## config.mk

```make
export PLATFORM = sky130hd
export DESIGN_NAME = gregorian_date_difference_top
export DESIGN_NICKNAME = d
export VERILOG_FILES = /design/src/design/gdd_pkg.sv /design/src/design/gdd_mult.sv /design/src/design/gregorian_date_difference_top.sv
export SDC_FILE = /design/constraint.sdc
export NUM_CORES = 1
export LEC_CHECK = 0
export ABC_AREA = 1
export BUFFER_PORTS_ARGS = -buffer_cell sky130_fd_sc_hd__buf_4
export CORE_MARGIN = 3
export CORE_UTILIZATION = 26
export CTS_CLUSTER_DIAMETER = 30
export DETAILED_ROUTE_END_ITERATION = 10
export GPL_ROUTABILITY_DRIVEN = 0
export PLACE_DENSITY = 0.38
export SLEW_MARGIN = 5
export SYNTH_ARGS = -nofsm -noshare
export SYNTH_HDL_FRONTEND = slang
export SYNTH_HIERARCHICAL = 1
export SYNTH_SLANG_ARGS = --single-unit
export TNS_END_PERCENT = 20
```

## constraint.sdc

```tcl
create_clock -name clk -period 10.35 [get_ports clk]
set_input_delay 1.5525 -clock clk [delete_from_list [all_inputs] [get_ports clk]]
set_output_delay 1.5525 -clock clk [all_outputs]
set_load 0.03 [all_outputs]
```

## src/design/gdd_pkg.sv

```systemverilog
`timescale 1ns / 1ps

package gdd_pkg;

    localparam int DAY_W    = 5;
    localparam int MONTH_W  = 4;
    localparam int YEAR_W   = 14;
    localparam int COUNT_W  = 23;
    localparam int ACC_W    = COUNT_W + 1;

    localparam int MUL_A_W  = YEAR_W;
    localparam int MUL_B_W  = 13;
    localparam int MUL_P_W  = MUL_A_W + MUL_B_W;

    // floor(n / 100) == (n * 5243) >> 19 for every 14-bit n
    localparam logic [MUL_B_W-1:0] RECIP_100    = 13'd5243;
    localparam int                 RECIP_SHIFT  = 19;
    localparam int                 QUOT_W       = 8;
    localparam logic [MUL_B_W-1:0] CENTURY      = 13'd100;
    localparam logic [MUL_B_W-1:0] DAYS_IN_YEAR = 13'd365;

    localparam logic [YEAR_W-1:0]  YEAR_MIN = 14'd1;
    localparam logic [YEAR_W-1:0]  YEAR_MAX = 14'd9999;
    localparam logic [MONTH_W-1:0] FEB      = 4'd2;

    typedef enum logic [3:0] {
        ST_IDLE,
        ST_MUL_Y,
        ST_MUL_Q,
        ST_LEAP,
        ST_MUL_N,
        ST_ACC_365,
        ST_ACC_N4,
        ST_ACC_QN,
        ST_ACC_Q4,
        ST_ACC_MS,
        ST_ACC_D,
        ST_DIFF,
        ST_SIGN
    } gdd_state_t;

    function automatic logic [DAY_W-1:0] month_len(input logic [MONTH_W-1:0] m,
                                                   input logic leap);
        logic [DAY_W-1:0] len;
        case (m)
            4'd1, 4'd3, 4'd5, 4'd7, 4'd8, 4'd10, 4'd12: len = 5'd31;
            4'd4, 4'd6, 4'd9, 4'd11:                    len = 5'd30;
            4'd2:                                       len = leap ? 5'd29 : 5'd28;
            default:                                    len = 5'd0;
        endcase
        return len;
    endfunction

    function automatic logic [9:0] month_start(input logic [MONTH_W-1:0] m);
        logic [9:0] s;
        case (m)
            4'd1:    s = 10'd0;
            4'd2:    s = 10'd31;
            4'd3:    s = 10'd59;
            4'd4:    s = 10'd90;
            4'd5:    s = 10'd120;
            4'd6:    s = 10'd151;
            4'd7:    s = 10'd181;
            4'd8:    s = 10'd212;
            4'd9:    s = 10'd243;
            4'd10:   s = 10'd273;
            4'd11:   s = 10'd304;
            4'd12:   s = 10'd334;
            default: s = 10'd0;
        endcase
        return s;
    endfunction

endpackage

```

## src/design/gdd_mult.sv

```systemverilog
`timescale 1ns / 1ps

module gdd_mult
(
    input  logic                         clk,
    input  logic [gdd_pkg::MUL_A_W-1:0]  a,
    input  logic [gdd_pkg::MUL_B_W-1:0]  b,
    output logic [gdd_pkg::MUL_P_W-1:0]  p
);

    logic [gdd_pkg::MUL_P_W-1:0] p_reg;

    always_ff @(posedge clk)
    begin
        p_reg <= gdd_pkg::MUL_P_W'(a) * gdd_pkg::MUL_P_W'(b);
    end

    assign p = p_reg;

endmodule

```

## src/design/gregorian_date_difference_top.sv

```systemverilog
`timescale 1ns / 1ps

// channel  | handshake             | payload
// ---------+-----------------------+-----------------------------------------------
// in       | in_valid / in_ready   | first_*, second_*, count_end_day
// out      | out_valid / out_ready | day_count, bad_date
//
// A result appears after ten sequencer steps per date through the shared multiplier
// and accumulator, then two steps for the difference and sign. in_ready is high only
// while the sequencer is idle, so a new item is taken only once the previous one has
// left the sign step.
// The result sits in an output register; the last step waits there if the
// previous item is still not taken. rst_n clears the sequencer and out_valid.

module gregorian_date_difference_top
(
    input  logic                                clk,
    input  logic                                rst_n,
    input  logic                                in_valid,
    output logic                                in_ready,
    input  logic [gdd_pkg::DAY_W-1:0]           first_day,
    input  logic [gdd_pkg::MONTH_W-1:0]         first_month,
    input  logic [gdd_pkg::YEAR_W-1:0]          first_year,
    input  logic [gdd_pkg::DAY_W-1:0]           second_day,
    input  logic [gdd_pkg::MONTH_W-1:0]         second_month,
    input  logic [gdd_pkg::YEAR_W-1:0]          second_year,
    input  logic                                count_end_day,
    output logic                                out_valid,
    input  logic                                out_ready,
    output logic signed [gdd_pkg::COUNT_W-1:0]  day_count,
    output logic                                bad_date
);

    gdd_pkg::gdd_state_t state_reg, state_next;

    logic [gdd_pkg::DAY_W-1:0]   d1_reg, d2_reg;
    logic [gdd_pkg::MONTH_W-1:0] m1_reg, m2_reg;
    logic [gdd_pkg::YEAR_W-1:0]  y1_reg, y2_reg;
    logic                        inc_reg;
    logic                        sel_reg, sel_next;
    logic                        ok_reg, ok_next;
    logic                        leap_reg, leap_next;
    logic [gdd_pkg::QUOT_W-1:0]  qy_reg, qy_next;
    logic [gdd_pkg::QUOT_W-1:0]  qn_reg, qn_next;
    logic signed [gdd_pkg::ACC_W-1:0]   acc_reg, acc_next;
    logic [gdd_pkg::COUNT_W-1:0]        a_reg, a_next;
    logic                               out_valid_reg, out_valid_next;
    logic signed [gdd_pkg::COUNT_W-1:0] count_reg, count_next;
    logic                               bad_reg, bad_next;

    logic [gdd_pkg::DAY_W-1:0]   cur_d;
    logic [gdd_pkg::MONTH_W-1:0] cur_m;
    logic [gdd_pkg::YEAR_W-1:0]  cur_y;
    logic [gdd_pkg::YEAR_W-1:0]  cur_n;

    logic [gdd_pkg::MUL_A_W-1:0] mul_a;
    logic [gdd_pkg::MUL_B_W-1:0] mul_b;
    logic [gdd_pkg::MUL_P_W-1:0] prod;
    logic [gdd_pkg::QUOT_W-1:0]  quot;

    logic signed [gdd_pkg::ACC_W-1:0] add_a, add_b;
    logic        leap_calc, date_good, accept, out_free;
    logic [9:0]  ms_adj;

    assign accept   = in_valid && in_ready;
    assign out_free = !out_valid_reg || out_ready;

    assign cur_d = sel_reg ? d2_reg : d1_reg;
    assign cur_m = sel_reg ? m2_reg : m1_reg;
    assign cur_y = sel_reg ? y2_reg : y1_reg;
    assign cur_n = cur_y - gdd_pkg::YEAR_W'(1);

    assign quot = prod[gdd_pkg::RECIP_SHIFT +: gdd_pkg::QUOT_W];

    // century year when q*100 gives the year back; then leap needs q divisible by 4
    assign leap_calc = (cur_y[1:0] == 2'b00)
                    && ((prod != gdd_pkg::MUL_P_W'(cur_y)) || (qy_reg[1:0] == 2'b00));

    assign date_good = (cur_m inside {[4'd1:4'd12]})
                    && (cur_y >= gdd_pkg::YEAR_MIN) && (cur_y <= gdd_pkg::YEAR_MAX)
                    && (cur_d != '0)
                    && (cur_d <= gdd_pkg::month_len(cur_m, leap_calc));

    assign ms_adj = gdd_pkg::month_start(cur_m)
                  + 10'((cur_m > gdd_pkg::FEB) && leap_reg);

    gdd_mult u_mult
    (
        .clk (clk),
        .a   (mul_a),
        .b   (mul_b),
        .p   (prod)
    );

    always_comb
    begin
        case (state_reg)
            gdd_pkg::ST_MUL_Q:
            begin
                mul_a = gdd_pkg::MUL_A_W'(quot);
                mul_b = gdd_pkg::CENTURY;
            end
            gdd_pkg::ST_LEAP:
            begin
                mul_a = cur_n;
                mul_b = gdd_pkg::RECIP_100;
            end
            gdd_pkg::ST_MUL_N:
            begin
                mul_a = cur_n;
                mul_b = gdd_pkg::DAYS_IN_YEAR;
            end
            default:
            begin
                mul_a = cur_y;
                mul_b = gdd_pkg::RECIP_100;
            end
        endcase
    end

    // operand select for the shared accumulator adder
    always_comb
    begin
        add_a = acc_reg;
        case (state_reg)
            gdd_pkg::ST_ACC_365:
            begin
                add_a = '0;
                add_b = $signed({1'b0, prod[gdd_pkg::COUNT_W-1:0]});
            end
            gdd_pkg::ST_ACC_N4: add_b = $signed(gdd_pkg::ACC_W'(cur_n[gdd_pkg::YEAR_W-1:2]));
            gdd_pkg::ST_ACC_QN: add_b = -$signed(gdd_pkg::ACC_W'(qn_reg));
            gdd_pkg::ST_ACC_Q4: add_b = $signed(gdd_pkg::ACC_W'(qn_reg[gdd_pkg::QUOT_W-1:2]));
            gdd_pkg::ST_ACC_MS: add_b = $signed(gdd_pkg::ACC_W'(ms_adj));
            gdd_pkg::ST_ACC_D:  add_b = $signed(gdd_pkg::ACC_W'(cur_d));
            gdd_pkg::ST_DIFF:   add_b = -$signed({1'b0, a_reg});
            gdd_pkg::ST_SIGN:
            begin
                // equal dates fall to the negative side
                if (acc_reg > 0)
                    add_b = $signed(gdd_pkg::ACC_W'(inc_reg));
                else
                    add_b = -$signed(gdd_pkg::ACC_W'(inc_reg));
            end
            default:   add_b = '0;
        endcase
        acc_next = add_a + add_b;
    end

    always_comb
    begin
        state_next     = state_reg;
        sel_next       = sel_reg;
        ok_next        = ok_reg;
        leap_next      = leap_reg;
        qy_next        = qy_reg;
        qn_next        = qn_reg;
        a_next         = a_reg;
        out_valid_next = out_valid_reg;
        count_next     = count_reg;
        bad_next       = bad_reg;

        if (out_valid_reg && out_ready)
            out_valid_next = 1'b0;

        case (state_reg)
            gdd_pkg::ST_IDLE:
            begin
                if (accept)
                begin
                    state_next = gdd_pkg::ST_MUL_Y;
                    sel_next   = 1'b0;
                    ok_next    = 1'b1;
                end
            end
            gdd_pkg::ST_MUL_Y:   state_next = gdd_pkg::ST_MUL_Q;
            gdd_pkg::ST_MUL_Q:
            begin
                qy_next    = quot;
                state_next = gdd_pkg::ST_LEAP;
            end
            gdd_pkg::ST_LEAP:
            begin
                leap_next  = leap_calc;
                ok_next    = ok_reg && date_good;
                state_next = gdd_pkg::ST_MUL_N;
            end
            gdd_pkg::ST_MUL_N:
            begin
                qn_next    = quot;
                state_next = gdd_pkg::ST_ACC_365;
            end
            gdd_pkg::ST_ACC_365: state_next = gdd_pkg::ST_ACC_N4;
            gdd_pkg::ST_ACC_N4:  state_next = gdd_pkg::ST_ACC_QN;
            gdd_pkg::ST_ACC_QN:  state_next = gdd_pkg::ST_ACC_Q4;
            gdd_pkg::ST_ACC_Q4:  state_next = gdd_pkg::ST_ACC_MS;
            gdd_pkg::ST_ACC_MS:  state_next = gdd_pkg::ST_ACC_D;
            gdd_pkg::ST_ACC_D:
            begin
                if (!sel_reg)
                begin
                    a_next     = acc_next[gdd_pkg::COUNT_W-1:0];
                    sel_next   = 1'b1;
                    state_next = gdd_pkg::ST_MUL_Y;
                end
                else
                begin
                    state_next = gdd_pkg::ST_DIFF;
                end
            end
            gdd_pkg::ST_DIFF:    state_next = gdd_pkg::ST_SIGN;
            gdd_pkg::ST_SIGN:
            begin
                if (out_free)
                begin
                    out_valid_next = 1'b1;
                    count_next     = ok_reg ? acc_next[gdd_pkg::COUNT_W-1:0] : '0;
                    bad_next       = !ok_reg;
                    state_next     = gdd_pkg::ST_IDLE;
                end
            end
            default:    state_next = gdd_pkg::ST_IDLE;
        endcase
    end

    always_ff @(posedge clk or negedge rst_n)
    begin
        if (!rst_n)
        begin
            state_reg     <= gdd_pkg::ST_IDLE;
            out_valid_reg <= 1'b0;
        end
        else
        begin
            state_reg     <= state_next;
            out_valid_reg <= out_valid_next;
        end
    end

    always_ff @(posedge clk)
    begin
        if (accept)
        begin
            d1_reg  <= first_day;
            m1_reg  <= first_month;
            y1_reg  <= first_year;
            d2_reg  <= second_day;
            m2_reg  <= second_month;
            y2_reg  <= second_year;
            inc_reg <= count_end_day;
        end
        sel_reg   <= sel_next;
        ok_reg    <= ok_next;
        leap_reg  <= leap_next;
        qy_reg    <= qy_next;
        qn_reg    <= qn_next;
        a_reg     <= a_next;
        // the difference holds still while the sign step waits on the output
        if ((state_reg != gdd_pkg::ST_SIGN) || out_free)
            acc_reg <= acc_next;
        count_reg <= count_next;
        bad_reg   <= bad_next;
    end

    assign in_ready  = (state_reg == gdd_pkg::ST_IDLE);
    assign out_valid = out_valid_reg;
    assign day_count = count_reg;
    assign bad_date  = bad_reg;

endmodule

```

# Yosys cells after proc, flatten, opt, wreduce, memory -nomap -nowiden
# Memories as Yosys holds them, arrays and structs flattened.
# Index checks and enable logic that the tools add are counted.
[op_classes] n_addsub=6 n_mul=1 div_mod_pow=0 magnitude_cmp=7 n_eq_ne=28 shifts=0 muxes=21 n_bitwise=1 reduce_logical=29
[op_table] op="24-bit one-hot mux with 8 select lines" n=1
[op_table] op="4-bit one-hot mux with 13 select lines" n=1
[op_table] op="24-bit 2-to-1 mux" n=2
[op_table] op="4-bit equality test, second input constant" n=10
[op_table] op="4-bit by 3-bit equality test with 1-bit output, second input constant" n=8
[op_table] op="14-bit one-hot mux with 2 select lines" n=1
[op_table] op="14-bit by 13-bit multiplier with 27-bit output" n=1
[op_table] op="27-bit by 14-bit inequality test with 1-bit output" n=1
[op_table] op="13-bit one-hot mux with 2 select lines" n=1
[op_table] op="24-bit adder" n=1
[op_table] op="24-bit by 1-bit > comparator with 1-bit output, second input constant" n=1
[op_table] op="1-bit negation with 24-bit output" n=1
[op_table] op="23-bit negation with 24-bit output" n=1
[op_table] op="8-bit negation with 24-bit output" n=1
[op_table] op="4-bit by 2-bit equality test with 1-bit output, second input constant" n=4
[op_table] op="4-bit 2-to-1 mux" n=4
[op_table] op="5-bit one-hot mux with 3 select lines" n=1
[op_table] op="14-bit by 1-bit greater-or-equal comparator with 1-bit output, second input constant" n=1
[op_table] op="14-bit <= comparator, second input constant" n=1
[op_table] op="14-bit 2-to-1 mux" n=1
[op_table] op="14-bit by 1-bit subtractor with 14-bit output, second input constant" n=1
[op_table] op="10-bit by 1-bit adder with 10-bit output" n=1
[op_table] op="1-bit logical AND" n=10
[op_table] op="2-bit AND reduction" n=5
[op_table] op="other kinds (21)" n=33
[totals] ff_bits=163 latchBits=0 ramBits=0 rom_bits=144 input_bits=51 output_inout_bits=26 word_cells=113 n_memories=1
[mem_list] memory="(name not given)" words=16 width=9 read_ports=1 rd_ports_with_merged_regs=0 write_ports=0 line="gdd_pkg.sv:56" source="case (m)"

# Longest topological paths before layout
[depth] word_depth=10 depth_mapped=36

# By module
# Netlist, hierarchy kept.
[modules_own_cells] mod="gregorian_date_difference_top" instances=1 cells_per_inst=1223 area_per_inst_um2=9421.5 seq_area_each_um2=4058.9
[modules_own_cells] mod="gdd_mult" instances=1 cells_per_inst=999 area_per_inst_um2=7166.9 seq_area_each_um2=540.5

# Worst setup path before layout
# OpenSTA, ideal clock, no wires.
[synth_path] kind="flip-flop to flip-flop" from="register state_reg[0]" to="register u_mult.p_reg, in the netlist u_mult/p[16]" arrival_time_ns=6.033 required_ns=10.229 path_slack_ns=4.197 path_stages_with_launch=27 period_less_slack_ns=6.153 cell_sequence="dfrtp_1 nor2_1 inv_1 nor2_1 nor2_1 inv_1 buf_2 nand2_1 o211ai_1 clkbuf_1 nand2_1 fa_1 fa_1 fa_1 inv_1 fa_1 inv_1 fa_1 inv_1 ha_1 nand2_2 inv_1 a21oi_1 nand2_2 nand2_1 nand2_1 xor2_1"
[synth_lines] element="from (decl)" line="gregorian_date_difference_top.sv:34" source="gdd_pkg::gdd_state_t state_reg, state_next;"
[synth_lines] element="from (signal assigned)" line="gregorian_date_difference_top.sv:230" source="state_reg <= gdd_pkg::ST_IDLE;"
[synth_lines] element="from (signal assigned)" line="gregorian_date_difference_top.sv:235" source="state_reg <= state_next;"
[synth_lines] element="4-bit by 3-bit equality test with 1-bit output / 4-bit by 2-bit equality test with 1-bit output (equally long branches)" line="gregorian_date_difference_top.sv:97" source="case (state_reg)"
[synth_lines] element="13-bit one-hot mux with 2 select lines (*)" line="gregorian_date_difference_top.sv:97"
[synth_lines] element="net mul_b, one bit" line="gregorian_date_difference_top.sv:57" source="logic [gdd_pkg::MUL_B_W-1:0] mul_b;"
[synth_lines] element="14-bit by 13-bit multiplier with 27-bit output (*)" line="gdd_mult.sv:15" source="p_reg <= gdd_pkg::MUL_P_W'(a) * gdd_pkg::MUL_P_W'(b);"
[synth_lines] element="to (signal assigned)" line="gdd_mult.sv:15"
[synth_lines] element="to (decl)" line="gdd_mult.sv:11" source="logic [gdd_pkg::MUL_P_W-1:0] p_reg;"
# The timed path passes the listed nets; every way through them passes the cells marked *.
# A chain may end at the register's enable or synchronous reset.

# Final worst setup path
[layout_path] from="register state_reg[2]" to="register u_mult.p_reg, in the netlist u_mult/p[24]"
# Same word-level chain as after synthesis.

==> impl_metrics.prom <==
# TYPE chip_impl_metric gauge
chip_impl_info{name="status",value="completed"} 1
chip_impl_metric{name="number_of_endpoints_with_negative_hold_slack_in_the_final_report",unit=""} 0
chip_impl_metric{name="max-slew-margin-rel",unit="%"} 35.06
chip_impl_metric{name="total_buffers_and_inverters_traversed_by_the_critical_path",unit=""} 7
chip_impl_metric{name="largest_register_ffs",unit=""} 27
chip_impl_info{name="timing.critical_path.to",value="u_mult/p[24]"} 1
chip_impl_info{name="dominantRegCellSynth",value="sky130_fd_sc_hd__edfxtp_1"} 1
chip_impl_metric{name="period_share",unit="%"} 67.58
chip_impl_metric{name="post_route_cells_drive_above_1_share",unit="%"} 8.115
chip_impl_metric{name="layoutNonFillerInstCount",unit=""} 3166
chip_impl_info{name="cts_root_buffer",value="sky130_fd_sc_hd__clkbuf_16"} 1
chip_impl_metric{name="ant_nets",unit=""} 0
chip_impl_metric{name="syn_inst",unit=""} 2222
chip_impl_metric{name="finalNetCount",unit=""} 2617
chip_impl_metric{name="ys_warn_count",unit=""} 6
chip_impl_metric{name="htree_levels",unit=""} 4
chip_impl_info{name="cts_tree",value="yes"} 1
chip_impl_metric{name="post_synth_instance_area",unit="um^2"} 16590
chip_impl_info{name="hp-start",value="u_mult/p[23]"} 1
chip_impl_metric{name="setup-tns-final",unit="ns"} 0
chip_impl_info{name="worstSetupEndpointType",value="flop"} 1
chip_impl_metric{name="grt_first_pass_wirelength",unit="um"} 81290
chip_impl_metric{name="antenna_found_initial",unit=""} 0
chip_impl_metric{name="max_freq",unit="MHz"} 143.0
chip_impl_metric{name="floorplan.die_area",unit="um^2"} 66870
chip_impl_metric{name="worstSetupPathDepth",unit=""} 25
chip_impl_metric{name="place_hpwl",unit="um"} 41630
chip_impl_metric{name="cts_buffers",unit=""} 17
chip_impl_metric{name="via_count_of_the_routed_design",unit=""} 13780
chip_impl_metric{name="utilization",unit="%"} 30.22
chip_impl_metric{name="grt_pass1_vias",unit=""} 14430
chip_impl_metric{name="final_setup_vio_count",unit=""} 0
chip_impl_metric{name="slew_viol_final",unit=""} 0
chip_impl_metric{name="wl_per_cell",unit="um"} 16.10
chip_impl_metric{name="die_w",unit="um"} 258.6
chip_impl_metric{name="antennaDiodeCount",unit=""} 0
chip_impl_metric{name="worstPathArrival",unit="ns"} 7.31
chip_impl_metric{name="detailedRoute.firstIterationViolations",unit=""} 689
chip_impl_metric{name="drc_errors_left",unit=""} 0
chip_impl_metric{name="core-area",unit="um^2"} 62390
chip_impl_metric{name="worst-endpoint-required",unit="ns"} 10.67
chip_impl_metric{name="synth.distinct_cells",unit=""} 49
chip_impl_metric{name="timing.reg2reg.setup_slack",unit="ns"} 3.36
chip_impl_info{name="kind_of_cell_adding_the_most_delay_to_the_critical_path",value="adder cells"} 1
chip_impl_metric{name="placed_cells_incl_taps",unit=""} 3134
chip_impl_metric{name="fp.dieH",unit="um"} 258.6
chip_impl_metric{name="filler_cell_count",unit=""} 6914
chip_impl_metric{name="crit_path_max_incr_delay",unit="ns"} 0.56
chip_impl_metric{name="clock-skew-final",unit="ns"} 0.01788
chip_impl_metric{name="detail_route.first_pass.iterations",unit=""} 5
chip_impl_metric{name="cts.clk_slew.worst_paths",unit="ns"} 0.07
chip_impl_metric{name="floorplan.initialDensity",unit="%"} 26.59
chip_impl_metric{name="timing.final.crit_period",unit="ns"} 6.994
chip_impl_metric{name="async_reset_ff_share",unit="%"} 3.067
chip_impl_metric{name="clock_sinks",unit=""} 163
chip_impl_info{name="category_of_the_worst_setup_path_launch_point",value="flop"} 1
chip_impl_metric{name="crit_path_max_fanout",unit=""} 24
chip_impl_info{name="path_class",value="flop to flop"} 1
chip_impl_metric{name="post_dp_cell_area",unit="um^2"} 18260
chip_impl_metric{name="row_count",unit=""} 91
chip_impl_metric{name="grt-ovfl-total",unit=""} 0
chip_impl_info{name="reg2reg_from",value="state_reg[2]"} 1
chip_impl_metric{name="tightestPinTransition",unit="ns"} 0.9727
chip_impl_metric{name="timing.reg2reg.worst_path_depth",unit=""} 25
chip_impl_info{name="critPathSlowestCell",value="sky130_fd_sc_hd__nor2_1"} 1
chip_impl_metric{name="max-clock-path-buffers",unit=""} 2
chip_impl_metric{name="area_growth_syn_to_layout",unit="%"} 13.65
chip_impl_info{name="critPathLaunch",value="state_reg[2]"} 1
chip_impl_info{name="setup_repair_after_global_routing_missed_its_margin",value="no"} 1
chip_impl_metric{name="cts_resized",unit=""} 0
chip_impl_metric{name="seq_total_area_yosys",unit="%"} 27.73
chip_impl_metric{name="ys_seq_elements",unit=""} 163
chip_impl_metric{name="hold_fix_buffers_cts",unit=""} 0
chip_impl_metric{name="port_buffers",unit=""} 76
chip_impl_metric{name="syn_area_per_cell",unit="um^2"} 7.466
chip_impl_metric{name="top_level_ports",unit=""} 77
chip_impl_metric{name="synth-edff-count",unit=""} 131
chip_impl_info{name="holdCritPathClass",value="flop to flop"} 1
chip_impl_metric{name="grt_start_max_net_pins",unit=""} 58
chip_impl_metric{name="stdcell_area",unit="um^2"} 18850
chip_impl_metric{name="track_usage",unit="%"} 15.60
chip_impl_metric{name="maxCapViolations",unit=""} 0
chip_impl_metric{name="wl",unit="um"} 50970
chip_impl_metric{name="cts_post_setup_buffers_inserted",unit=""} 0
chip_impl_metric{name="clk_latency",unit="ns"} 0.46
chip_impl_metric{name="vias_per_cell",unit=""} 4.352
chip_impl_info{name="r2r_end",value="u_mult/p[24]"} 1
-- worst min path at each step --
stage	end	slack [ns]	cells after the start
final	qn_reg[4]	0.44	0
after CTS	qn_reg[4]	0.45	0
after global placement	qn_reg[4]	0.43	0
after global routing	qn_reg[4]	0.47	0
after floorplan	qn_reg[3]	0.41	0
after detailed placement	qn_reg[4]	0.43	0
-- metal layers --
layer | wire length [um] | vias to the layer above | track usage, %
met5 | 0 | - | 0
met4 | 644 | 0 | 3.320
met3 | 1060 | 38 | 1.241
met2 | 25200 | 193 | 27.90
met1 | 24070 | 6590 | 20.56
li1 | - | 6957 | -
-- final cells by class --
cell class | count | area [um^2] | area share (%)
Clock inverter | 15 | 171.4 | 0.9092
Sequential cell | 163 | 4599 | 24.40
Inverter | 516 | 1937 | 10.27
Timing Repair Buffer | 98 | 735.7 | 3.902
Clock buffer | 17 | 425.4 | 2.256
Multi-Input combinational cell | 1520 | 9937 | 52.71
Tap cell | 837 | 1047 | 5.555
-- stage by stage --
step                      setup WS, ns  hold slack [ns]
after CTS                        3.364           0.4461
after global routing             2.895           0.4683
after global placement           3.333           0.4309
after floorplan                  4.197           0.4082
final                            3.356           0.4420
after detailed placement         3.393           0.4274
-- synthesized netlist by cell type, types with 11 or more instances --
| master | count | area, um^2 |
|---|---|---|
| sky130_fd_sc_hd__nand3_1 | 113 | 565.5 |
| sky130_fd_sc_hd__dfxtp_1 | 27 | 540.5 |
| sky130_fd_sc_hd__clkbuf_1 | 31 | 116.4 |
| sky130_fd_sc_hd__nand2_2 | 20 | 125.1 |
| sky130_fd_sc_hd__nand2_1 | 630 | 2365 |
| sky130_fd_sc_hd__nand4_1 | 35 | 219.0 |
| sky130_fd_sc_hd__o21ai_0 | 44 | 220.2 |
| sky130_fd_sc_hd__ha_1 | 117 | 1464 |
| sky130_fd_sc_hd__nor2_1 | 196 | 735.7 |
| sky130_fd_sc_hd__inv_1 | 512 | 1922 |
| sky130_fd_sc_hd__a21oi_1 | 55 | 275.3 |
| sky130_fd_sc_hd__nor3_1 | 11 | 55.05 |
| sky130_fd_sc_hd__buf_2 | 11 | 55.05 |
| sky130_fd_sc_hd__xor2_1 | 34 | 297.8 |
| sky130_fd_sc_hd__edfxtp_1 | 131 | 3934 |
| sky130_fd_sc_hd__fa_1 | 133 | 2663 |
-- layout by cell type (no fill, tap or decap), types with 34 or more instances in the layout --
| cell | n |
|---|---|
| sky130_fd_sc_hd__a21oi_1 | 55 |
| sky130_fd_sc_hd__buf_4 | 98 |
| sky130_fd_sc_hd__edfxtp_1 | 131 |
| sky130_fd_sc_hd__fa_1 | 133 |
| sky130_fd_sc_hd__ha_1 | 117 |
| sky130_fd_sc_hd__inv_1 | 511 |
| sky130_fd_sc_hd__nand2_1 | 630 |
| sky130_fd_sc_hd__nand3_1 | 113 |
| sky130_fd_sc_hd__nand4_1 | 35 |
| sky130_fd_sc_hd__nor2_1 | 192 |
| sky130_fd_sc_hd__o21ai_0 | 40 |
| sky130_fd_sc_hd__xor2_1 | 34 |
-- cells by family after synthesis --
logic type	synth area share (%)
other	0.04527
AND/OR/NAND/NOR	26.21
XOR/XNOR	2.519
flip-flops	27.73
adder cells (fa/ha/maj)	24.88
buffers and inverters	12.98
AO/OA/AOI/OAI	5.642
Power is left out: the tool's default activity adds up to more than one toggle a clock period on the data nets, which glitch-free logic cannot reach.
